[src/hw/rtl/rkt_pkg.sv]
`timescale 1ns / 1ps
// ----------------------------------------------------------------------------
// rkt_pkg: shared types and constants for the refcounted key table
// Sizes, opcode and status codes, cell data and cell control structs.
// ----------------------------------------------------------------------------
package rkt_pkg;

  localparam int CAPACITY = 16;
  localparam int KEY_W    = 32;
  localparam int CNT_W    = 16;
  localparam int IDX_W    = $clog2(CAPACITY);
  localparam int LIVE_W   = $clog2(CAPACITY + 1);

  localparam logic [CNT_W-1:0] CNT_MAX = {CNT_W{1'b1}};

  // opcodes
  localparam logic [2:0] OP_CREATE = 3'd0;
  localparam logic [2:0] OP_OPEN   = 3'd1;
  localparam logic [2:0] OP_CLOSE  = 3'd2;
  localparam logic [2:0] OP_GET    = 3'd3;
  localparam logic [2:0] OP_CLEAR  = 3'd4;

  // status codes
  localparam logic [2:0] ST_OK        = 3'd0;
  localparam logic [2:0] ST_EXISTS    = 3'd1;
  localparam logic [2:0] ST_NOT_FOUND = 3'd2;
  localparam logic [2:0] ST_FULL      = 3'd3;
  localparam logic [2:0] ST_OVERFLOW  = 3'd4;

  typedef struct packed {
    logic             valid;
    logic [KEY_W-1:0] key;
    logic [CNT_W-1:0] count;
    logic [IDX_W-1:0] id;
  } cell_data_t;

  typedef struct packed {
    logic clear;
    logic shift;
    logic load;
    logic inc;
    logic dec;
  } cell_ctl_t;

  typedef struct packed {
    logic             found;
    logic [IDX_W-1:0] idx;
  } hit_t;

  // lowest set bit of a per-slot vector
  function automatic hit_t first_set(input logic [CAPACITY-1:0] v);
    hit_t r;
    r.found = 1'b0;
    r.idx   = '0;
    for (int i = CAPACITY - 1; i >= 0; i--) begin
      if (v[i]) begin
        r.found = 1'b1;
        r.idx   = IDX_W'(i);
      end
    end
    return r;
  endfunction

endpackage

[src/hw/rtl/rkt_cell.sv]
`timescale 1ns / 1ps
// ----------------------------------------------------------------------------
// rkt_cell: one table slot
// Holds key, count and id; clears, loads a new entry, steps its count, or takes
// its upper neighbor's entry when it or a lower slot is removed.
// ----------------------------------------------------------------------------
module rkt_cell (
  input  logic                        clk,
  input  logic                        rst,
  input  rkt_pkg::cell_ctl_t          ctl,
  input  rkt_pkg::cell_data_t         nbr,       // entry of the next slot up
  input  logic [rkt_pkg::KEY_W-1:0]   load_key,
  input  logic [rkt_pkg::IDX_W-1:0]   load_id,
  output rkt_pkg::cell_data_t         q
);

  // valid and count reset; key and id are payload and just hold
  always_ff @(posedge clk) begin
    if (rst) begin
      q.valid <= 1'b0;
      q.count <= '0;
    end else if (ctl.clear) begin
      q.valid <= 1'b0;
      q.count <= '0;
    end else if (ctl.shift) begin
      q.valid <= nbr.valid;
      q.count <= nbr.count;
      q.key   <= nbr.key;
      q.id    <= nbr.id;
    end else if (ctl.load) begin
      q.valid <= 1'b1;
      q.count <= rkt_pkg::CNT_W'(1);
      q.key   <= load_key;
      q.id    <= load_id;
    end else if (ctl.inc) begin
      q.count <= q.count + rkt_pkg::CNT_W'(1);
    end else if (ctl.dec) begin
      q.count <= q.count - rkt_pkg::CNT_W'(1);
    end
  end

endmodule

[src/hw/rtl/refcounted_key_table_unit.sv]
`timescale 1ns / 1ps
// ----------------------------------------------------------------------------
// refcounted_key_table_unit: reference-counted key table
// Fixed table of keyed entries with reference counts and stable ids, kept
// in insertion order in a row of slot cells.
// ----------------------------------------------------------------------------
//
//  channel   dir  handshake          payload
//  -------   ---  -----------------  --------------------------------------
//  s         in   s_tvalid/s_tready  tuser: opcode; tdata: key, position,
//                                    close_by_id, entry_id_in
//  m         out  m_tvalid/m_tready  tuser: status; tdata: entry_id,
//                                    removed, live_entries
//  cfg       in   cfg_we             cfg_wdata: reuse_existing
//
//  The accept cycle registers an item; execute then matches all slot cells
//  in parallel and commits the update together with the result register.
//  One item is in flight at a time.
//  A result waiting on m_tready does not block acceptance of the next item;
//  that item holds in execute until the result register frees up.
//  Reset (rst, synchronous) empties the table and frees every id; no
//  clearing pass is needed.
//
module refcounted_key_table_unit (
  input  logic        clk,
  input  logic        rst,
  input  logic        s_tvalid,
  output logic        s_tready,
  input  logic [47:0] s_tdata,   // key[31:0], position[35:32], close_by_id[36],
                                 // entry_id_in[40:37], zero fill
  input  logic [2:0]  s_tuser,   // opcode
  output logic        m_tvalid,
  input  logic        m_tready,
  output logic [15:0] m_tdata,   // entry_id[3:0], removed[4], live_entries[9:5],
                                 // zero fill
  output logic [2:0]  m_tuser,   // status
  input  logic        cfg_we,
  input  logic        cfg_wdata  // reuse_existing
);

  localparam int CAP = rkt_pkg::CAPACITY;
  localparam int KW  = rkt_pkg::KEY_W;
  localparam int IW  = rkt_pkg::IDX_W;
  localparam int LW  = rkt_pkg::LIVE_W;

  // config
  logic reuse_existing;

  // held item
  logic          busy;
  logic [2:0]    op;
  logic [KW-1:0] op_key;
  logic [IW-1:0] op_pos;
  logic          op_by_id;
  logic [IW-1:0] op_id;

  // table bookkeeping
  logic [LW-1:0]  live;
  logic [LW-1:0]  live_next;
  logic [CAP-1:0] free_map;
  logic [CAP-1:0] free_map_next;

  // result register
  logic [2:0]    res_status;
  logic [IW-1:0] res_id;
  logic          res_removed;
  logic [LW-1:0] res_live;

  // cell row
  rkt_pkg::cell_data_t cell_q   [CAP];
  rkt_pkg::cell_data_t cell_nbr [CAP];
  rkt_pkg::cell_ctl_t  cell_ctl [CAP];
  logic [IW-1:0]       new_id;

  // execute-cycle signals
  logic           exec;
  logic [CAP-1:0] key_hit;
  logic [CAP-1:0] id_hit;
  rkt_pkg::hit_t  key_sel;
  rkt_pkg::hit_t  id_sel;
  rkt_pkg::hit_t  free_sel;
  logic           pos_ok;
  logic           tgt_found;
  logic [IW-1:0]  tgt;
  logic [rkt_pkg::CNT_W-1:0] tgt_cnt;
  logic [IW-1:0]  tgt_id;
  logic           do_remove;
  logic [2:0]     status_c;
  logic [IW-1:0]  eid_c;
  logic           removed_c;

  assign s_tready = !busy;
  assign exec     = busy && (!m_tvalid || m_tready);

  always_ff @(posedge clk) begin
    if (rst) begin
      reuse_existing <= 1'b0;
    end else if (cfg_we) begin
      reuse_existing <= cfg_wdata;
    end
  end

  // item capture
  always_ff @(posedge clk) begin
    if (rst) begin
      busy <= 1'b0;
    end else if (s_tvalid && s_tready) begin
      busy <= 1'b1;
    end else if (exec) begin
      busy <= 1'b0;
    end
  end

  always_ff @(posedge clk) begin
    if (s_tvalid && s_tready) begin
      op       <= s_tuser;
      op_key   <= s_tdata[KW-1:0];
      op_pos   <= s_tdata[35:32];
      op_by_id <= s_tdata[36];
      op_id    <= s_tdata[40:37];
    end
  end

  // slot cells: each takes its upper neighbor on a shift, top one takes empty
  for (genvar g = 0; g < CAP; g++) begin : g_cell
    if (g == CAP - 1) begin : g_top
      assign cell_nbr[g] = '0;
    end else begin : g_mid
      assign cell_nbr[g] = cell_q[g+1];
    end

    assign key_hit[g] = cell_q[g].valid && (cell_q[g].key == op_key);
    assign id_hit[g]  = cell_q[g].valid && (cell_q[g].id == op_id);

    rkt_cell u_cell (
      .clk      (clk),
      .rst      (rst),
      .ctl      (cell_ctl[g]),
      .nbr      (cell_nbr[g]),
      .load_key (op_key),
      .load_id  (new_id),
      .q        (cell_q[g])
    );
  end

  assign key_sel  = rkt_pkg::first_set(key_hit);
  assign id_sel   = rkt_pkg::first_set(id_hit);
  assign free_sel = rkt_pkg::first_set(free_map);
  assign new_id   = free_sel.idx;
  assign pos_ok   = {1'b0, op_pos} < live;

  // slot addressed by the item
  always_comb begin
    tgt_found = 1'b0;
    tgt       = '0;
    if (op == rkt_pkg::OP_GET) begin
      tgt_found = pos_ok;
      tgt       = op_pos;
    end else if (op == rkt_pkg::OP_CLOSE && op_by_id) begin
      tgt_found = id_sel.found;
      tgt       = id_sel.idx;
    end else begin
      tgt_found = key_sel.found;
      tgt       = key_sel.idx;
    end
  end

  assign tgt_cnt = cell_q[tgt].count;
  assign tgt_id  = cell_q[tgt].id;

  // operation decode and table update
  always_comb begin
    status_c      = rkt_pkg::ST_NOT_FOUND;
    eid_c         = '0;
    removed_c     = 1'b0;
    do_remove     = 1'b0;
    live_next     = live;
    free_map_next = free_map;
    for (int i = 0; i < CAP; i++) begin
      cell_ctl[i] = '0;
    end

    case (op)
      rkt_pkg::OP_CREATE: begin
        if (tgt_found) begin
          if (reuse_existing) begin
            status_c = rkt_pkg::ST_OK;
            eid_c    = tgt_id;
          end else begin
            status_c = rkt_pkg::ST_EXISTS;
          end
        end else if (live >= LW'(CAP) || !free_sel.found) begin
          status_c = rkt_pkg::ST_FULL;
        end else begin
          status_c = rkt_pkg::ST_OK;
          eid_c    = free_sel.idx;
          free_map_next[free_sel.idx] = 1'b0;
          live_next = live + LW'(1);
          for (int i = 0; i < CAP; i++) begin
            cell_ctl[i].load = exec && (LW'(i) == live);
          end
        end
      end
      rkt_pkg::OP_OPEN, rkt_pkg::OP_GET: begin
        if (tgt_found) begin
          eid_c = tgt_id;
          if (tgt_cnt == rkt_pkg::CNT_MAX) begin
            status_c = rkt_pkg::ST_OVERFLOW;
          end else begin
            status_c = rkt_pkg::ST_OK;
            for (int i = 0; i < CAP; i++) begin
              cell_ctl[i].inc = exec && (IW'(i) == tgt);
            end
          end
        end
      end
      rkt_pkg::OP_CLOSE: begin
        if (tgt_found) begin
          status_c = rkt_pkg::ST_OK;
          eid_c    = tgt_id;
          if (tgt_cnt <= rkt_pkg::CNT_W'(1)) begin
            // last reference: free the id, close the gap
            do_remove = 1'b1;
            removed_c = 1'b1;
            free_map_next[tgt_id] = 1'b1;
            live_next = live - LW'(1);
          end
          for (int i = 0; i < CAP; i++) begin
            cell_ctl[i].shift = exec && do_remove && (IW'(i) >= tgt);
            cell_ctl[i].dec   = exec && !do_remove && (IW'(i) == tgt);
          end
        end
      end
      rkt_pkg::OP_CLEAR: begin
        status_c      = rkt_pkg::ST_OK;
        live_next     = '0;
        free_map_next = '1;
        for (int i = 0; i < CAP; i++) begin
          cell_ctl[i].clear = exec;
        end
      end
      default: begin
      end
    endcase
  end

  always_ff @(posedge clk) begin
    if (rst) begin
      live     <= '0;
      free_map <= '1;
    end else if (exec) begin
      live     <= live_next;
      free_map <= free_map_next;
    end
  end

  // result register
  always_ff @(posedge clk) begin
    if (rst) begin
      m_tvalid <= 1'b0;
    end else if (exec) begin
      m_tvalid <= 1'b1;
    end else if (m_tready) begin
      m_tvalid <= 1'b0;
    end
  end

  always_ff @(posedge clk) begin
    if (exec) begin
      res_status  <= status_c;
      res_id      <= eid_c;
      res_removed <= removed_c;
      res_live    <= live_next;
    end
  end

  assign m_tuser = res_status;
  assign m_tdata = {6'd0, res_live, res_removed, res_id};

endmodule

[config.mk]
export PLATFORM = sky130hd
export DESIGN_NAME = refcounted_key_table_unit
export DESIGN_NICKNAME = d
export VERILOG_FILES = /design/src/hw/rtl/rkt_pkg.sv /design/src/hw/rtl/rkt_cell.sv /design/src/hw/rtl/refcounted_key_table_unit.sv
export SDC_FILE = /design/constraint.sdc
export NUM_CORES = 2
export LEC_CHECK = 0
export ABC_AREA = 1
export BUFFER_PORTS_ARGS = -buffer_cell sky130_fd_sc_hd__buf_2
export CORE_UTILIZATION = 55
export DETAILED_ROUTE_END_ITERATION = 6
export PLACE_DENSITY = 0.71
export SETUP_SLACK_MARGIN = 0.4
export SYNTH_ARGS = -nofsm -noshare
export SYNTH_HDL_FRONTEND = slang
export SYNTH_SLANG_ARGS = --single-unit
[constraint.sdc]
create_clock -name clk -period 8.4 [get_ports clk]
set_clock_uncertainty 0.1 [all_clocks]
set_input_delay 1.68 -clock clk [delete_from_list [all_inputs] [get_ports clk]]
set_output_delay 1.68 -clock clk [all_outputs]
set_load 0.1 [all_outputs]
==> flow_metrics.tcl <==
set metrics [dict create \
    grt_pass1_vias 52200 \
    cellLeakagePower_nw 28.4 \
    core-area_mm2 0.111 \
    cts_sinks 929 \
    cp-end-kind "flop" \
    nets 8488 \
    dp_hpwl_um 142000 \
    cellPowerDensity_mw_per_mm2 159 \
    post-route-util_pct 61.9 \
    switchingPower_mw 2.81 \
    swShare_pct 25.8 \
    die-width_um 337 \
    via_per_inst 5.89 \
    area_growth_pct 11.4 \
    dp_cells 9455 \
    yosysUniqueCellTypes 68 \
    ys_warn_count 0 \
    first_iter_violations 7289 \
    drc 0 \
    period_share_pct 92.5 \
    antenna_left 0 \
    cts.clk_slew.worst_paths_ns 0.06 \
    pwr-share-clk_pct 44.5 \
    drt_first_pass_iters 6 \
    syn_avg_cell_area_um2 7.55 \
    cts-hold-fix-buffers 0 \
    clockRootBuffer "clkbuf_16" \
    yosysTopAreaCell "edfxtp_1" \
    worstPathRequired_ns 8.88 \
    cts-buffers-inserted 104 \
    p_seq_share_pct 45.5 \
    postRouteWirelength_um 204000 \
    cp.arrival_ns 8.25 \
    synth-edff-count 633 \
    setup_viol 0 \
    drive_gt1_share_pct 9.22 \
    start_util_pct 55.5 \
    hold_violations 0 \
    cp_max_fo 28 \
    rows 122 \
    cpPeakStageDelay_ns 0.83 \
    netlist_instances 8152 \
    pre_cts_ws_ns 0.191 \
    timing.final.ws_setup_ns 0.634 \
    wire_per_inst_um 21.0 \
    die-height_um 337 \
    fmax_ghz 0.129 \
    max_cap_violations 0 \
    gp_congestion 1.00 \
    intPower_mw 8.07 \
    final_cells 9713 \
    vias 57200 \
    grt_usage_pct 34.2 \
    grt.overflow.total 0 \
    worstSetupStartpointType "flop" \
    top_level_ports 78 \
    ys.flop_type "edfxtp_1" \
    synth.area.top_cells "edfxtp_1 31%, nand2_1 12%, dfxtp_1 9.6%" \
    vdd_drop_max_v 0.000183 \
    antenna_found_initial 5 \
    max_slew_margin_pct 15.4 \
    power.total_mw 10.9 \
    maxSlewViolCount 0 \
    min-delay-path-class "flop to flop" \
    grt_max_degree 190 \
    post-route-min-period_ns 7.77 \
    rsz0062_at_grt "true" \
    port_buffers 64 \
    ys_ff_latch 929 \
    ys_seq_area_share_pct 40.5 \
    synth-async-reset-ratio_pct 0 \
    pwr-share-comb_pct 10.0 \
    netlist_area_mm2 0.0616 \
    path_class "flop to flop" \
    grt_pass1_wl_um 300000 \
    worst_pin_slew_ns 1.27 \
    final.setup.tns_ns 0 \
    htreeDepth 3 \
    status "complete, no violations" \
    critPathSlowestCell "a2111oi_0" \
    synth_top_area_share_pct 30.9 \
    die_area_mm2 0.113 \
    path_common_cell "nand2_1" \
    clock_path_buffers 3 \
    clock_latency_ns 0.73 \
    cts_tree "yes" \
]
==> layout by cell type (no fill, tap or decap), types with 118 or more instances in the layout <==
| master | instances |
|---|---|
| nor2_1 | 972 |
| xor2_1 | 130 |
| a21oi_1 | 312 |
| clkbuf_16 | 118 |
| edfxtp_1 | 633 |
| nand2_1 | 1880 |
| inv_1 | 720 |
| ha_1 | 277 |
| o21ai_0 | 1007 |
| buf_4 | 202 |
| nand3_1 | 425 |
| dfxtp_1 | 296 |
| xnor2_1 | 215 |
==> critical path: cells and delay by family (launching register included) <==
kind,cells,cell delay (ns)
xor+xnor,1,0.22
buf+inv,7,1.26
compound gates,13,2.80
flops,1,0.58
simple gates,23,2.35
fa+ha+maj,1,0.32
==> per-stage QoR <==
step                      instance area, um2  hold WS (ns)
after floorplan                        61600         0.352
after global placement                 63500         0.378
after detailed placement               63500         0.380
after CTS                              67200         0.391
after global routing                   68600         0.436
final                                  68600         0.389
==> final timing paths <==
check / startpoint / to / slack (ns) / depth (start not counted)
max: op_id[1] / g_cell[13].u_cell.q[19] / 0.63 / 45
min: m_tvalid / m_tvalid / 0.39 / 2
max reg2reg: op_id[1] / g_cell[13].u_cell.q[19] / 0.63 / 45
min reg2reg: m_tvalid / m_tvalid / 0.39 / 2
==> cell usage after synthesis, types with 36 or more instances <==
| library cell | number |
|---|---|
| xor2_1 | 133 |
| dfxtp_1 | 296 |
| inv_1 | 732 |
| xnor2_1 | 218 |
| buf_4 | 70 |
| nand3b_1 | 36 |
| a21oi_1 | 320 |
| inv_2 | 36 |
| o21ai_0 | 1010 |
| clkbuf_1 | 168 |
| nand3_1 | 439 |
| edfxtp_1 | 633 |
| nor2_1 | 1008 |
| o22ai_1 | 104 |
| buf_2 | 205 |
| nand2_1 | 1910 |
| o21bai_1 | 80 |
| ha_1 | 278 |
| nor3_1 | 37 |
| nand4_1 | 68 |
==> final cells by class <==
cell class	instances	area (um2)
Fill cell	9705	42200
Timing Repair Buffer	340	3140
Clock inverter	52	686
Tap cell	1488	1860
Multi-Input combinational cell	5985	32000
Clock buffer	139	2880
Antenna cell	3	7.51
Inverter	777	3020
Sequential cell	929	24900
==> kinds of logic after synthesis <==
group | after synthesis | synth area share [%]
simple gates | 3620 | 24.3
compound gates | 1713 | 15.4
buf+inv | 1244 | 8.64
flops | 929 | 40.5
xor+xnor | 351 | 4.99
fa+ha+maj | 294 | 6.17
other cells | 1 | 0.00609
==> what timing repair did <==
item	CTS	global route
pin swaps	1	54
gates resized for setup	15	198
setup endpoints to repair	13	149
endpoints found under the hold margin	0	0
cloned	0	16
setup buffers	14	34
==> layer usage <==
metal	global-route usage (%)	wire length (um)	share of wire, %
met1	47.1	82500	40
met5	0	13	0.0064
met2	52.9	88200	43
met4	13.6	8900	4.4
met3	6.70	24100	12
==> power by group through the flow <==
| stage | Sequential [mW] | Clock, mW | Combinational (mW) |
|---|---|---|---|
| 2_1_floorplan | 5.05 | 0 | 0.617 |
| 3_3_place_gp | 5.04 | 0 | 0.953 |
| 3_5_place_dp | 5.04 | 0 | 0.972 |
| 4_1_cts | 4.94 | 4.85 | 0.986 |
| 5_1_grt | 4.95 | 5.02 | 1.16 |
| 6_report | 4.95 | 4.85 | 1.09 |
==> state kept, by name, summed over array words and instances, names as in the netlist <==
signal	flops
op_id	4
op	3
m_tuser	3
g_cell.u_cell.q	848
op_by_id	1
res_id	4
free_map	16
live	5
op_pos	4
res_live	5
op_key	32
busy	1
res_removed	1
m_tvalid	1
reuse_existing	1
Power figures use the tool's default switching activity.
